<file path="src/design/clr_pkg.sv">
// clr_pkg: character codes, result status codes, pending line-end codes and the result beat type
// for the config line reader. no dependencies.
`default_nettype none
package clr_pkg;

	localparam logic [7:0] CH_LF     = 8'h0a;
	localparam logic [7:0] CH_CR     = 8'h0d;
	localparam logic [7:0] CH_HASH   = 8'h23;
	localparam logic [7:0] CH_SLASH  = 8'h2f;
	localparam logic [7:0] CH_BSLASH = 8'h5c;
	localparam logic [7:0] CH_TAB    = 8'h09;
	localparam logic [7:0] CH_SPACE  = 8'h20;

	localparam logic [1:0] ST_LINE_END  = 2'd0;
	localparam logic [1:0] ST_END_INPUT = 2'd1;
	localparam logic [1:0] ST_TOO_LONG  = 2'd2;

	localparam logic [1:0] PEND_NONE = 2'd0;
	localparam logic [1:0] PEND_CR   = 2'd1;
	localparam logic [1:0] PEND_LF   = 2'd2;

	typedef struct packed {
		logic [7:0]  out_char;
		logic        char_valid;
		logic        last;
		logic [1:0]  status;
		logic [31:0] line_number;
	} out_beat_t;

endpackage
`default_nettype wire

</file>
<file path="src/design/clr_in_if.sv">
// clr_in_if: input channel of the config line reader, one raw byte or an
// end-of-input mark per beat. no dependencies.
`default_nettype none
interface clr_in_if;
	logic       valid;
	logic       ready;
	logic [7:0] in_char;
	logic       end_of_input;

	modport source (output valid, output in_char, output end_of_input, input ready);
	modport sink (input valid, input in_char, input end_of_input, output ready);
endinterface
`default_nettype wire

</file>
<file path="src/design/clr_out_if.sv">
// clr_out_if: result channel of the config line reader, at most one character
// of a finished line per beat. no dependencies.
`default_nettype none
interface clr_out_if;
	logic        valid;
	logic        ready;
	logic [7:0]  out_char;
	logic        char_valid;
	logic        last;
	logic [1:0]  status;
	logic [31:0] line_number;

	modport source (output valid, output out_char, output char_valid, output last,
		output status, output line_number, input ready);
	modport sink (input valid, input out_char, input char_valid, input last,
		input status, input line_number, output ready);
endinterface
`default_nettype wire

</file>
<file path="src/design/clr_store.sv">
// clr_store: line store, one write port and one registered read port.
// no dependencies.
`default_nettype none
module clr_store #(
	parameter int DEPTH = 64,
	parameter int AW    = 6
) (
	input  wire logic          clk,
	input  wire logic          wr_en,
	input  wire logic [AW-1:0] wr_addr,
	input  wire logic [7:0]    wr_data,
	input  wire logic [AW-1:0] rd_addr,
	output logic      [7:0]    rd_data_q
);

	logic [7:0] mem_q [DEPTH];

	always_ff @(posedge clk) begin
		if (wr_en) begin
			mem_q[wr_addr] <= wr_data;
		end
	end

	// read every cycle, data is discarded where the sequencer does not need it
	always_ff @(posedge clk) begin
		rd_data_q <= mem_q[rd_addr];
	end

endmodule
`default_nettype wire

</file>
<file path="src/design/clr_out_reg.sv">
// clr_out_reg: output register that holds one result beat until taken.
// depends on clr_pkg and clr_out_if.
`default_nettype none
module clr_out_reg (
	input  wire logic              clk,
	input  wire logic              arst_n,
	input  wire logic              load,
	input  wire clr_pkg::out_beat_t beat,
	output logic                   can_load,
	clr_out_if.source              line_out
);

	logic               valid_q;
	clr_pkg::out_beat_t beat_q;

	assign can_load = !valid_q || line_out.ready;

	always_ff @(posedge clk or negedge arst_n) begin
		if (!arst_n) begin
			valid_q <= 1'b0;
		end else if (can_load) begin
			valid_q <= load;
		end
	end

	always_ff @(posedge clk) begin
		if (load && can_load) begin
			beat_q <= beat;
		end
	end

	assign line_out.valid       = valid_q;
	assign line_out.out_char    = beat_q.out_char;
	assign line_out.char_valid  = beat_q.char_valid;
	assign line_out.last        = beat_q.last;
	assign line_out.status      = beat_q.status;
	assign line_out.line_number = beat_q.line_number;

endmodule
`default_nettype wire

</file>
<file path="src/design/config_line_reader_top.sv">
// config_line_reader_top: assembles logical lines from a byte stream, one byte per beat.
// a stored or dropped byte is taken in idle; an overflowing byte sends a too-long beat and
// stops the block until end of input. a line end checks a trailing backslash on a non-empty
// line (end of input skips the check), trims trailing blanks one at a time, then sends the
// result beats, each held until taken. input is not ready until the block is back in idle.
// reset clears control state and the line counter, not the line store. uses clr_pkg, clr_in_if,
// clr_out_if, clr_store and clr_out_reg.
`default_nettype none
module config_line_reader_top #(
	parameter int LINE_LEN = 64
) (
	input  wire logic clk,
	input  wire logic arst_n,
	clr_in_if.sink    stream_in,
	clr_out_if.source line_out
);

	localparam int CW = $clog2(LINE_LEN);

	localparam logic [2:0] S_IDLE  = 3'd0;
	localparam logic [2:0] S_CHECK = 3'd1;
	localparam logic [2:0] S_TRIM  = 3'd2;
	localparam logic [2:0] S_EMIT  = 3'd3;
	localparam logic [2:0] S_ERR   = 3'd4;

	localparam logic [CW:0] FULL_AT = (CW+1)'(LINE_LEN - 2);

	logic [2:0]    state_q, state_d;
	logic [CW-1:0] count_q, count_d;
	logic [CW-1:0] idx_q, idx_d;
	logic [CW-1:0] pos_q, pos_d;
	logic          comment_q, comment_d;
	logic          prev_slash_q, prev_slash_d;
	logic [1:0]    pend_q, pend_d;
	logic [31:0]   counter_q, counter_d;
	logic          stopped_q, stopped_d;
	logic [1:0]    status_q, status_d;

	logic          acc;
	logic [7:0]    c;
	logic          do_store;
	logic          wr_en;
	logic [CW-1:0] rd_addr;
	logic [7:0]    rd_data;
	logic          can_load;
	logic          load;
	logic          emit_last;
	clr_pkg::out_beat_t beat;

	assign stream_in.ready = (state_q == S_IDLE);
	assign acc = stream_in.valid && stream_in.ready;
	assign c   = stream_in.in_char;

	assign emit_last = (idx_q == '0) || (pos_q + CW'(1) == idx_q);

	always_comb begin
		state_d      = state_q;
		count_d      = count_q;
		idx_d        = idx_q;
		pos_d        = pos_q;
		comment_d    = comment_q;
		prev_slash_d = prev_slash_q;
		pend_d       = pend_q;
		counter_d    = counter_q;
		stopped_d    = stopped_q;
		status_d     = status_q;
		do_store     = 1'b0;
		wr_en        = 1'b0;
		load         = 1'b0;
		rd_addr      = count_q - CW'(1);
		beat         = '{out_char: 8'h00, char_valid: 1'b0, last: 1'b1,
			status: status_q, line_number: counter_q};

		case (state_q)
			S_IDLE: begin
				if (acc) begin
					if (stream_in.end_of_input) begin
						pend_d    = clr_pkg::PEND_NONE;
						stopped_d = 1'b0;
						if (!stopped_q) begin
							status_d = clr_pkg::ST_END_INPUT;
							idx_d    = count_q;
							state_d  = S_TRIM;
						end else begin
							count_d      = '0;
							comment_d    = 1'b0;
							prev_slash_d = 1'b0;
						end
					end else if (stopped_q) begin
						// bytes are dropped until end of input
					end else if ((pend_q == clr_pkg::PEND_CR && c == clr_pkg::CH_LF) ||
						(pend_q == clr_pkg::PEND_LF && c == clr_pkg::CH_CR)) begin
						pend_d = clr_pkg::PEND_NONE;
					end else begin
						pend_d = clr_pkg::PEND_NONE;
						if (c == clr_pkg::CH_LF || c == clr_pkg::CH_CR) begin
							pend_d       = (c == clr_pkg::CH_CR) ? clr_pkg::PEND_CR
								: clr_pkg::PEND_LF;
							counter_d    = counter_q + 32'd1;
							prev_slash_d = 1'b0;
							status_d     = clr_pkg::ST_LINE_END;
							idx_d        = count_q;
							state_d      = (count_q == '0) ? S_TRIM : S_CHECK;
						end else if (c == clr_pkg::CH_HASH) begin
							comment_d    = 1'b1;
							prev_slash_d = 1'b0;
						end else if (comment_q) begin
							// rest of the line is comment
						end else if (c == clr_pkg::CH_SLASH) begin
							if (prev_slash_q && count_q != '0) begin
								count_d      = count_q - CW'(1);
								comment_d    = 1'b1;
								prev_slash_d = 1'b0;
							end else begin
								prev_slash_d = 1'b1;
								do_store     = 1'b1;
							end
						end else begin
							prev_slash_d = 1'b0;
							do_store     = 1'b1;
						end
					end
					if (do_store) begin
						if ({1'b0, count_q} >= FULL_AT) begin
							stopped_d = 1'b1;
							state_d   = S_ERR;
						end else begin
							wr_en   = 1'b1;
							count_d = count_q + CW'(1);
						end
					end
				end
			end
			S_CHECK: begin
				// read data holds the last stored char of the line
				if (rd_data == clr_pkg::CH_BSLASH) begin
					count_d = count_q - CW'(1);
					state_d = S_IDLE;
				end else begin
					state_d = S_TRIM;
				end
			end
			S_TRIM: begin
				if (idx_q == '0) begin
					pos_d   = '0;
					rd_addr = '0;
					state_d = S_EMIT;
				end else if (rd_data == clr_pkg::CH_SPACE || rd_data == clr_pkg::CH_TAB) begin
					idx_d   = idx_q - CW'(1);
					rd_addr = idx_q - CW'(2);
				end else begin
					pos_d   = '0;
					rd_addr = '0;
					state_d = S_EMIT;
				end
			end
			S_EMIT: begin
				rd_addr = pos_q;
				beat    = '{out_char: (idx_q == '0) ? 8'h00 : rd_data,
					char_valid: (idx_q != '0), last: emit_last,
					status: status_q, line_number: counter_q};
				if (can_load) begin
					load = 1'b1;
					if (emit_last) begin
						count_d      = '0;
						comment_d    = 1'b0;
						prev_slash_d = 1'b0;
						state_d      = S_IDLE;
					end else begin
						pos_d   = pos_q + CW'(1);
						rd_addr = pos_q + CW'(1);
					end
				end
			end
			S_ERR: begin
				beat = '{out_char: 8'h00, char_valid: 1'b0, last: 1'b1,
					status: clr_pkg::ST_TOO_LONG, line_number: counter_q};
				if (can_load) begin
					load    = 1'b1;
					state_d = S_IDLE;
				end
			end
			default: begin
				state_d = S_IDLE;
			end
		endcase
	end

	always_ff @(posedge clk or negedge arst_n) begin
		if (!arst_n) begin
			state_q      <= S_IDLE;
			count_q      <= '0;
			comment_q    <= 1'b0;
			prev_slash_q <= 1'b0;
			pend_q       <= clr_pkg::PEND_NONE;
			counter_q    <= '0;
			stopped_q    <= 1'b0;
		end else begin
			state_q      <= state_d;
			count_q      <= count_d;
			comment_q    <= comment_d;
			prev_slash_q <= prev_slash_d;
			pend_q       <= pend_d;
			counter_q    <= counter_d;
			stopped_q    <= stopped_d;
		end
	end

	always_ff @(posedge clk) begin
		idx_q    <= idx_d;
		pos_q    <= pos_d;
		status_q <= status_d;
	end

	clr_store #(
		.DEPTH(LINE_LEN),
		.AW   (CW)
	) u_store (
		.clk      (clk),
		.wr_en    (wr_en),
		.wr_addr  (count_q),
		.wr_data  (c),
		.rd_addr  (rd_addr),
		.rd_data_q(rd_data)
	);

	clr_out_reg u_out (
		.clk     (clk),
		.arst_n  (arst_n),
		.load    (load),
		.beat    (beat),
		.can_load(can_load),
		.line_out(line_out)
	);

	// a beat without a character always closes its line
	a_empty_is_last: assert property (@(posedge clk) disable iff (!arst_n)
		line_out.valid |-> (line_out.char_valid || line_out.last))
		else $error("beat without character not marked last");

	// the store never fills past the overflow limit
	a_count_bound: assert property (@(posedge clk) disable iff (!arst_n)
		{1'b0, count_q} <= FULL_AT)
		else $error("line store count beyond limit");

	// a stopped block only sits idle or reports the overflow
	a_stopped_idle: assert property (@(posedge clk) disable iff (!arst_n)
		stopped_q |-> (state_q == S_IDLE || state_q == S_ERR))
		else $error("block busy while stopped");

	// the line counter moves only on an accepted beat
	a_counter_on_accept: assert property (@(posedge clk) disable iff (!arst_n)
		!acc |=> $stable(counter_q))
		else $error("line counter moved without an input beat");

endmodule
`default_nettype wire

</file>
<file path="src/flat_wrapper.sv">
// flat-port wrapper written by rule: the top's interface ports become plain ports
module config_line_reader_top_flat 
#(
	parameter int LINE_LEN = 64
)
  (clk, arst_n, stream_in_valid, stream_in_in_char, stream_in_end_of_input, stream_in_ready, line_out_valid, line_out_out_char, line_out_char_valid, line_out_last, line_out_status, line_out_line_number, line_out_ready);
  clr_in_if stream_in_i ();
  clr_out_if line_out_i ();
  input  wire logic clk;
  input  wire logic arst_n;
  input wire logic [$bits(stream_in_i.valid)-1:0] stream_in_valid;
  input wire logic [$bits(stream_in_i.in_char)-1:0] stream_in_in_char;
  input wire logic [$bits(stream_in_i.end_of_input)-1:0] stream_in_end_of_input;
  output wire logic [$bits(stream_in_i.ready)-1:0] stream_in_ready;
  output wire logic [$bits(line_out_i.valid)-1:0] line_out_valid;
  output wire logic [$bits(line_out_i.out_char)-1:0] line_out_out_char;
  output wire logic [$bits(line_out_i.char_valid)-1:0] line_out_char_valid;
  output wire logic [$bits(line_out_i.last)-1:0] line_out_last;
  output wire logic [$bits(line_out_i.status)-1:0] line_out_status;
  output wire logic [$bits(line_out_i.line_number)-1:0] line_out_line_number;
  input wire logic [$bits(line_out_i.ready)-1:0] line_out_ready;
  assign stream_in_i.valid = stream_in_valid;
  assign stream_in_i.in_char = stream_in_in_char;
  assign stream_in_i.end_of_input = stream_in_end_of_input;
  assign stream_in_ready = stream_in_i.ready;
  assign line_out_valid = line_out_i.valid;
  assign line_out_out_char = line_out_i.out_char;
  assign line_out_char_valid = line_out_i.char_valid;
  assign line_out_last = line_out_i.last;
  assign line_out_status = line_out_i.status;
  assign line_out_line_number = line_out_i.line_number;
  assign line_out_i.ready = line_out_ready;
  config_line_reader_top #(.LINE_LEN(LINE_LEN)) u_core (.clk(clk), .arst_n(arst_n), .stream_in(stream_in_i), .line_out(line_out_i));
endmodule
</file>
<file path="config.mk">
export PLATFORM = sky130hd
export DESIGN_NAME = config_line_reader_top_flat
export DESIGN_NICKNAME = d
export VERILOG_FILES = /design/src/design/clr_pkg.sv /design/src/design/clr_in_if.sv /design/src/design/clr_out_if.sv /design/src/design/clr_store.sv /design/src/design/clr_out_reg.sv /design/src/design/config_line_reader_top.sv /design/src/flat_wrapper.sv
export SDC_FILE = /design/constraint.sdc
export NUM_CORES = 1
export LEC_CHECK = 0
export ABC_CLOCK_PERIOD_IN_PS = 3600
export BUFFER_PORTS_ARGS = -buffer_cell sky130_fd_sc_hd__buf_4
export CAP_MARGIN = 20
export CORE_MARGIN = 5
export CORE_UTILIZATION = 56
export CTS_CLUSTER_DIAMETER = 40
export DETAILED_ROUTE_END_ITERATION = 8
export PLACE_DENSITY = 0.83
export SLEW_MARGIN = 20
export SYNTH_ARGS = -nofsm -noshare
export SYNTH_HDL_FRONTEND = slang
export SYNTH_SLANG_ARGS = --single-unit
</file>
<file path="constraint.sdc">
create_clock -name clk -period 3.6 [get_ports clk]
set_input_delay 0.36 -clock clk [delete_from_list [all_inputs] [get_ports clk]]
set_output_delay 0.36 -clock clk [all_outputs]
set_load 0.02 [all_outputs]
</file>
==> results of run 1 <==
[cell families after synthesis]
| family | synth area share (%) |
|---|---|
| compound gates | 8.90 |
| xor+xnor | 2.05 |
| fa+ha+maj | 0.384 |
| buf+inv | 2.40 |
| flops | 70.7 |
| mux | 4.95 |
| other cells | 0.0144 |
| simple gates | 10.6 |
[state kept, by name (all words and copies together) (netlist names)]
signal                             cells
u_core.status_q                        1
u_core.stopped_q                       1
u_core.idx_q                           6
u_core.u_out.line_out.out_char         8
u_core.count_q                         6
u_core.pos_q                           6
u_core.u_out.line_out.last             1
u_core.pend_q                          2
u_core.u_out.line_out.line_number     32
u_core.counter_q                      32
u_core.u_out.line_out.valid            1
u_core.state_q                         3
u_core.u_store.mem_q                 512
u_core.prev_slash_q                    1
u_core.comment_q                       1
u_core.u_out.line_out.status           2
u_core.u_store.rd_data_q               8
u_core.u_out.line_out.char_valid       1
[per-layer routing]
metal / up-vias / wire [um] / GRT usage [%]
met5: - / 0 / 0
met4: 0 / 4420 / 12.3
met3: 307 / 10200 / 7.32
met2: 1509 / 35000 / 43.5
met1: 9116 / 27100 / 36.9
li1: 7766 / - / -
[timing repair]
item	4_1_cts	5_1_grt
hold buffers	1	0
setup buffers	8	46
gates cloned	2	11
pin swaps	6	55
gates resized for setup	7	89
endpoints found under the hold margin	47	0
endpoints found under the setup margin	7	8
[metrics by stage]
step	util, %	setup WS (ps)
after floorplan	-	33.9
after global placement	61.4	-24.6
after detailed placement	61.4	-95.2
after CTS	67.7	-0.705
after global routing	69.9	-171
final	69.9	-55.6
[final cells by class]
type | count | area (sq um) | share of cell area, %
diodes | 2 | 5.00 | 0.0155
repair buffers | 311 | 2900 | 8.98
multi-input cells | 1158 | 7520 | 23.2
inverters | 11 | 41.3 | 0.128
well taps | 607 | 759 | 2.35
flip-flops and latches | 624 | 18400 | 57.0
clock inverters | 58 | 608 | 1.88
clock buffers | 91 | 2090 | 6.45
[Yosys cell counts, types with 25 or more instances]
| library cell | n | area, sq um |
|---|---|---|
| a21oi_1 | 78 | 390 |
| buf_2 | 25 | 125 |
| xnor2_1 | 40 | 350 |
| nand2_1 | 281 | 1050 |
| nand3_1 | 50 | 250 |
| o21ai_0 | 40 | 200 |
| a31oi_1 | 36 | 225 |
| clkbuf_1 | 64 | 240 |
| nor2_1 | 124 | 465 |
| mux2_2 | 26 | 293 |
| and3_1 | 39 | 244 |
| mux2i_1 | 86 | 861 |
| dfrtp_1 | 47 | 1180 |
| o22ai_1 | 41 | 257 |
| edfxtp_1 | 569 | 17100 |
[report_power, final]
part | internal [W] | leakage (nW) | switching, W
logic | 0.00590 | 4.66 | 0.00826
clock network | 0.00460 | 1.29 | 0.00336
registers | 0.00838 | 5.84 | 0.000231
total | 0.0189 | 11.8 | 0.0119
[how the worst max path moves through the flow]
stage | slack [ps] | cells past startpoint | end
floorplan | 30 | 6 | u_core.u_out.line_out.char_valid
global placement | -20 | 14 | u_core.u_store.rd_data_q[4]
detailed placement | -100 | 14 | u_core.u_store.rd_data_q[4]
CTS | -0.7 | 14 | u_core.u_store.rd_data_q[7]
global route | -170 | 17 | u_core.u_store.rd_data_q[6]
finish | -60 | 15 | u_core.u_store.rd_data_q[1]
==> flow_summary.json, run 1 <==
{
  "grtUsageTotal_pct": 27.7,
  "final_cell_mix": "569 x edfxtp_1, 279 x nand2_1, 266 x buf_4, 121 x nor2_1, 91 x clkbuf_16",
  "drive_gt1_share_pct": 24.7,
  "num-nets-final": 2208,
  "htree_levels": 3,
  "grt_max_degree": 65,
  "core_area_sq_um": 46300,
  "holdCritPathClass": "in -> reg",
  "routed_wl_mm": 76.7,
  "path_cells": "xnor2_1, nor3_1, a31oi_4, buf_4, o211ai_1, xnor2_1, buf_4, o21ba_4, buf_12, buf_12, mux2_4, o22ai_4, a32o_1, o311a_1, nor4_2",
  "clockBufferDepth": 3,
  "grt_pass1_wl_mm": 107,
  "wl_per_cell_um": 26.8,
  "grt_overflow": 0,
  "synth_warnings": 0,
  "seq_area_frac_synth_pct": 70.7,
  "cpLargestDelayFamily": "compound AO/OA/AOI/OAI gates",
  "final_common_cell": "edfxtp_1",
  "cts_sinks": 624,
  "finClkSkew_ps": 26.2,
  "violations": "DRC, setup timing",
  "core.rowCount": 79,
  "cp_slowest_stage_delay_ps": 430,
  "grt_pass1_vias": 17710,
  "io_buffer_count": 58,
  "relSlewSlack_pct": 37.8,
  "hold_viol": 0,
  "cts_tree": "yes",
  "cp_max_fo": 6,
  "endpoint_kind": "register",
  "drc": 2,
  "netlist_area_sq_um": 26100,
  "die_area_sq_um": 50900,
  "synth_edf_count": 569,
  "fin_setup_tns_ps": -146,
  "worstReg2RegEnd": "u_core.u_store.rd_data_q[1]",
  "hold_slack_ps": 111,
  "peakVddDrop_v": 0.000602,
  "maxCapViolCount": 0,
  "ys_types": 81,
  "setup_slack_ps": -55.6,
  "min_to": "u_core.status_q[0]",
  "fillers": 2792,
  "r2r_cells": 15,
  "worstSetupStartpoint": "u_core.pos_q[4]",
  "r2r_start": "u_core.pos_q[4]",
  "dpl_cell_area_sq_um": 28400,
  "critPathBufInv": 4,
  "antenna_found_initial": 5,
  "ios": 59,
  "critPathKind": "reg -> reg",
  "syn2layout_area_growth_pct": 24.1,
  "fp.dieW_um": 226,
  "timing.final.crit_share_pct": 102,
  "placed_cells": 2645,
  "leakagePower_nw": 11.8,
  "cts_made_buffers": 81,
  "drt-initial-drc-count": 3062,
  "slew_viol_final": 0,
  "setup_viol": 5,
  "clk_latency_ps": 640,
  "rrSetupSlack_ps": -60,
  "slowest_stage": "edfxtp_1",
  "postRouteAntennaNets": 0,
  "vias": 18698,
  "cts_root_buffer": "clkbuf_16",
  "hold_path.startpoint": "stream_in_end_of_input",
  "clkTransAtPathRegs_ps": 60,
  "initial_core_util_pct": 56.3,
  "total_power_w": 0.0307,
  "avgSynthCellArea_sq_um": 13.7,
  "rsz0062_at_grt": "true",
  "syn_inst": 1896,
  "async_flop_share_pct": 7.53,
  "powerDensity_nw_per_um2": 950,
  "die_y_um": 226,
  "timing.final.crit_period_ps": 3660,
  "routed_via_density": 6.53,
  "synth-seq-cells": 624,
  "status": "finished with violations",
  "min_path_cells": 1,
  "critPathArrivalTime_ps": 4210,
  "cp-start-kind": "register",
  "tightest_slew_ps": 926,
  "fin_cells": 2862,
  "dp.final_hpwl_mm": 42.7,
  "drt_pass1_iterations": 9,
  "fmax_mhz": 274,
  "synth_flop_cell": "edfxtp_1",
  "finalInstanceArea_sq_um": 32300,
  "gp_congestion": 0.965,
  "crit_required_ps": 4150
}
(Power assumes the default switching activity.)
==> inputs of run 2 (changes only) <==
--- a/config.mk
+++ b/config.mk
@@ -6,7 +6,7 @@
 export NUM_CORES = 1
 export LEC_CHECK = 0
 export ABC_CLOCK_PERIOD_IN_PS = 3600
-export BUFFER_PORTS_ARGS = -buffer_cell sky130_fd_sc_hd__buf_4
+export BUFFER_PORTS_ARGS = -buffer_cell sky130_fd_sc_hd__buf_2
 export CAP_MARGIN = 20
 export CORE_MARGIN = 5
 export CORE_UTILIZATION = 56
==> flow_summary.json, run 2 (synthesized netlist as in run 1, its figures left out) <==
{
  "timing.final.crit_period_ps": 3830,
  "final_cell_mix": "569 x edfxtp_1, 280 x nand2_1, 190 x buf_4, 121 x nor2_1, 83 x mux2i_1",
  "clkTransAtPathRegs_ps": 60,
  "timing.final.crit_share_pct": 106,
  "fin_setup_tns_ps": -1320,
  "violations": "setup timing",
  "num_antenna_cells": 0,
  "drt_pass1_iterations": 6,
  "rsz0062_at_grt": "true",
  "gp_congestion": 0.906,
  "path_cells": "buf_4, or3b_4, o31a_1, nand3_2, a21oi_4, a311o_1, and2_4, buf_6, bufbuf_16, nand2_1, a21oi_1, o31a_1, a31oi_1, nor4_2",
  "htree_levels": 3,
  "critPathBufInv": 3,
  "holdCritPathClass": "in -> reg",
  "clockBufferDepth": 3,
  "cts_root_buffer": "clkbuf_16",
  "drc": 0,
  "endpoint_kind": "register",
  "critPathArrivalTime_ps": 4310,
  "grt_pass1_vias": 18106,
  "antenna_found_initial": 2,
  "cp_max_fo": 15,
  "die_y_um": 226,
  "cp-start-kind": "register",
  "largest_register": "u_core.u_store.mem_q",
  "crit_required_ps": 4080,
  "io_buffer_count": 58,
  "cpLargestDelayFamily": "compound AO/OA/AOI/OAI gates",
  "maxCapViolCount": 0,
  "final_common_cell": "edfxtp_1",
  "routed_wl_mm": 74.9,
  "relSlewSlack_pct": 38.9,
  "cp_slowest_stage_delay_ps": 500,
  "grt_max_degree": 65,
  "drt-initial-drc-count": 3157,
  "num-nets-final": 2169,
  "setup_slack_ps": -232,
  "timing.critical_path.mode_cell": "o31a_1",
  "vias": 18397,
  "grt_overflow": 0,
  "dp.final_hpwl_mm": 42.3,
  "total_power_w": 0.0300,
  "powerDensity_nw_per_um2": 943,
  "cts_sinks": 624,
  "initial_core_util_pct": 56.3,
  "cts_made_buffers": 75,
  "finClkSkew_ps": 27.9,
  "fp.dieW_um": 226,
  "cts_tree": "yes",
  "syn2layout_area_growth_pct": 22.3,
  "critPathKind": "reg -> reg",
  "grt_pass1_wl_mm": 109,
  "tightest_slew_ps": 908,
  "clk_latency_ps": 620,
  "peakVddDrop_v": 0.000611,
  "status": "finished with violations",
  "preCtsSetupSlack_ps": -92.0,
  "die_area_sq_um": 50900,
  "setup_viol": 8,
  "fmax_mhz": 261,
  "postRouteAntennaNets": 0,
  "slew_viol_final": 0,
  "routed_via_density": 6.54,
  "core_area_sq_um": 46300,
  "slowest_stage": "edfxtp_1",
  "drive_gt1_share_pct": 23.4,
  "core.rowCount": 79,
  "grtUsageTotal_pct": 28.1,
  "ios": 59,
  "wl_per_cell_um": 26.6,
  "largest_reg_flops": 512,
  "leakagePower_nw": 11.6,
  "hold_viol": 0
}
[run 2: cell count changes in the layout (fill, tap and decap cells not counted), sizes merged]
cell      previous run  this run
bufbuf               2         3
diode                2         0
inv                 28        21
bufinv               4        15
buf                299       272
nand2              283       282
clkbuf             100        87
clkinvlp             9         8
clkinv              28        19
[run 2: worst paths after layout]
path                                          endpoint  slack (ps)  depth (start not counted)            startpoint
max in group asynchronous         u_core.counter_q[25]        2860                          2                arst_n
min in group asynchronous  u_core.u_out.line_out.valid         310                          2                arst_n
setup / recovery           u_core.u_store.rd_data_q[7]        -230                         14       u_core.idx_q[2]
hold / removal             u_core.u_store.mem_q[18][5]         110                          1  stream_in_in_char[5]
hold reg to reg                   u_core.counter_q[31]         470                          1  u_core.counter_q[31]
setup reg to reg           u_core.u_store.rd_data_q[7]        -230                         14       u_core.idx_q[2]
[run 2: final cells by class]
| class | count | area (sq um) |
|---|---|---|
| clock inverters | 52 | 747 |
| fillers | 2768 | 14400 |
| well taps | 607 | 759 |
| repair buffers | 279 | 2360 |
| multi-input cells | 1157 | 7510 |
| clock buffers | 84 | 2010 |
| inverters | 11 | 41.3 |
| flip-flops and latches | 624 | 18400 |
[run 2: layer usage]
layer	global-route usage [%]	wire length [um]	up-vias
met4	12.2	3830	2
met5	0	19	-
met2	44.1	34900	1484
met3	8.05	10100	292
met1	37.0	25900	8950
li1	-	-	7669
[run 2: report_power, final]
group          internal (W)  switching, W
combinational       0.00506       0.00806
clock               0.00516       0.00313
sequential          0.00837      0.000248
total                0.0186        0.0114
[run 2: timing repair]
action                     4_1_cts  5_1_grt
setup endpoints to repair        8       13
pin swaps                       25       32
hold endpoints to repair        42        0
hold buffers                     1        0
buffers inserted                16       15
cloned                           5        3
gates resized for setup         41       43
[run 2: metrics by stage]
step | instance area [sq um] | instances | util (%) | hold WS [ps]
after floorplan | 26100 | 1911 | - | 64.4
after global placement | 28200 | 2638 | 61.0 | 462
final | 31900 | 2814 | 68.9 | 110
after CTS | 31400 | 2796 | 67.9 | 94.6
after detailed placement | 28200 | 2638 | 61.0 | 465
after global routing | 31900 | 2814 | 68.9 | 99.7
[run 2: worst register-to-register path: stages, from the launching register on]
cell and delay, ps:
edfxtp_1 500, buf_4 190, or3b_4 390, o31a_1 370, nand3_2 140, a21oi_4 60, a311o_1 400, and2_4 210
buf_6 150, bufbuf_16 290, nand2_1 80, a21oi_1 90, o31a_1 330, a31oi_1 410, nor4_2 100
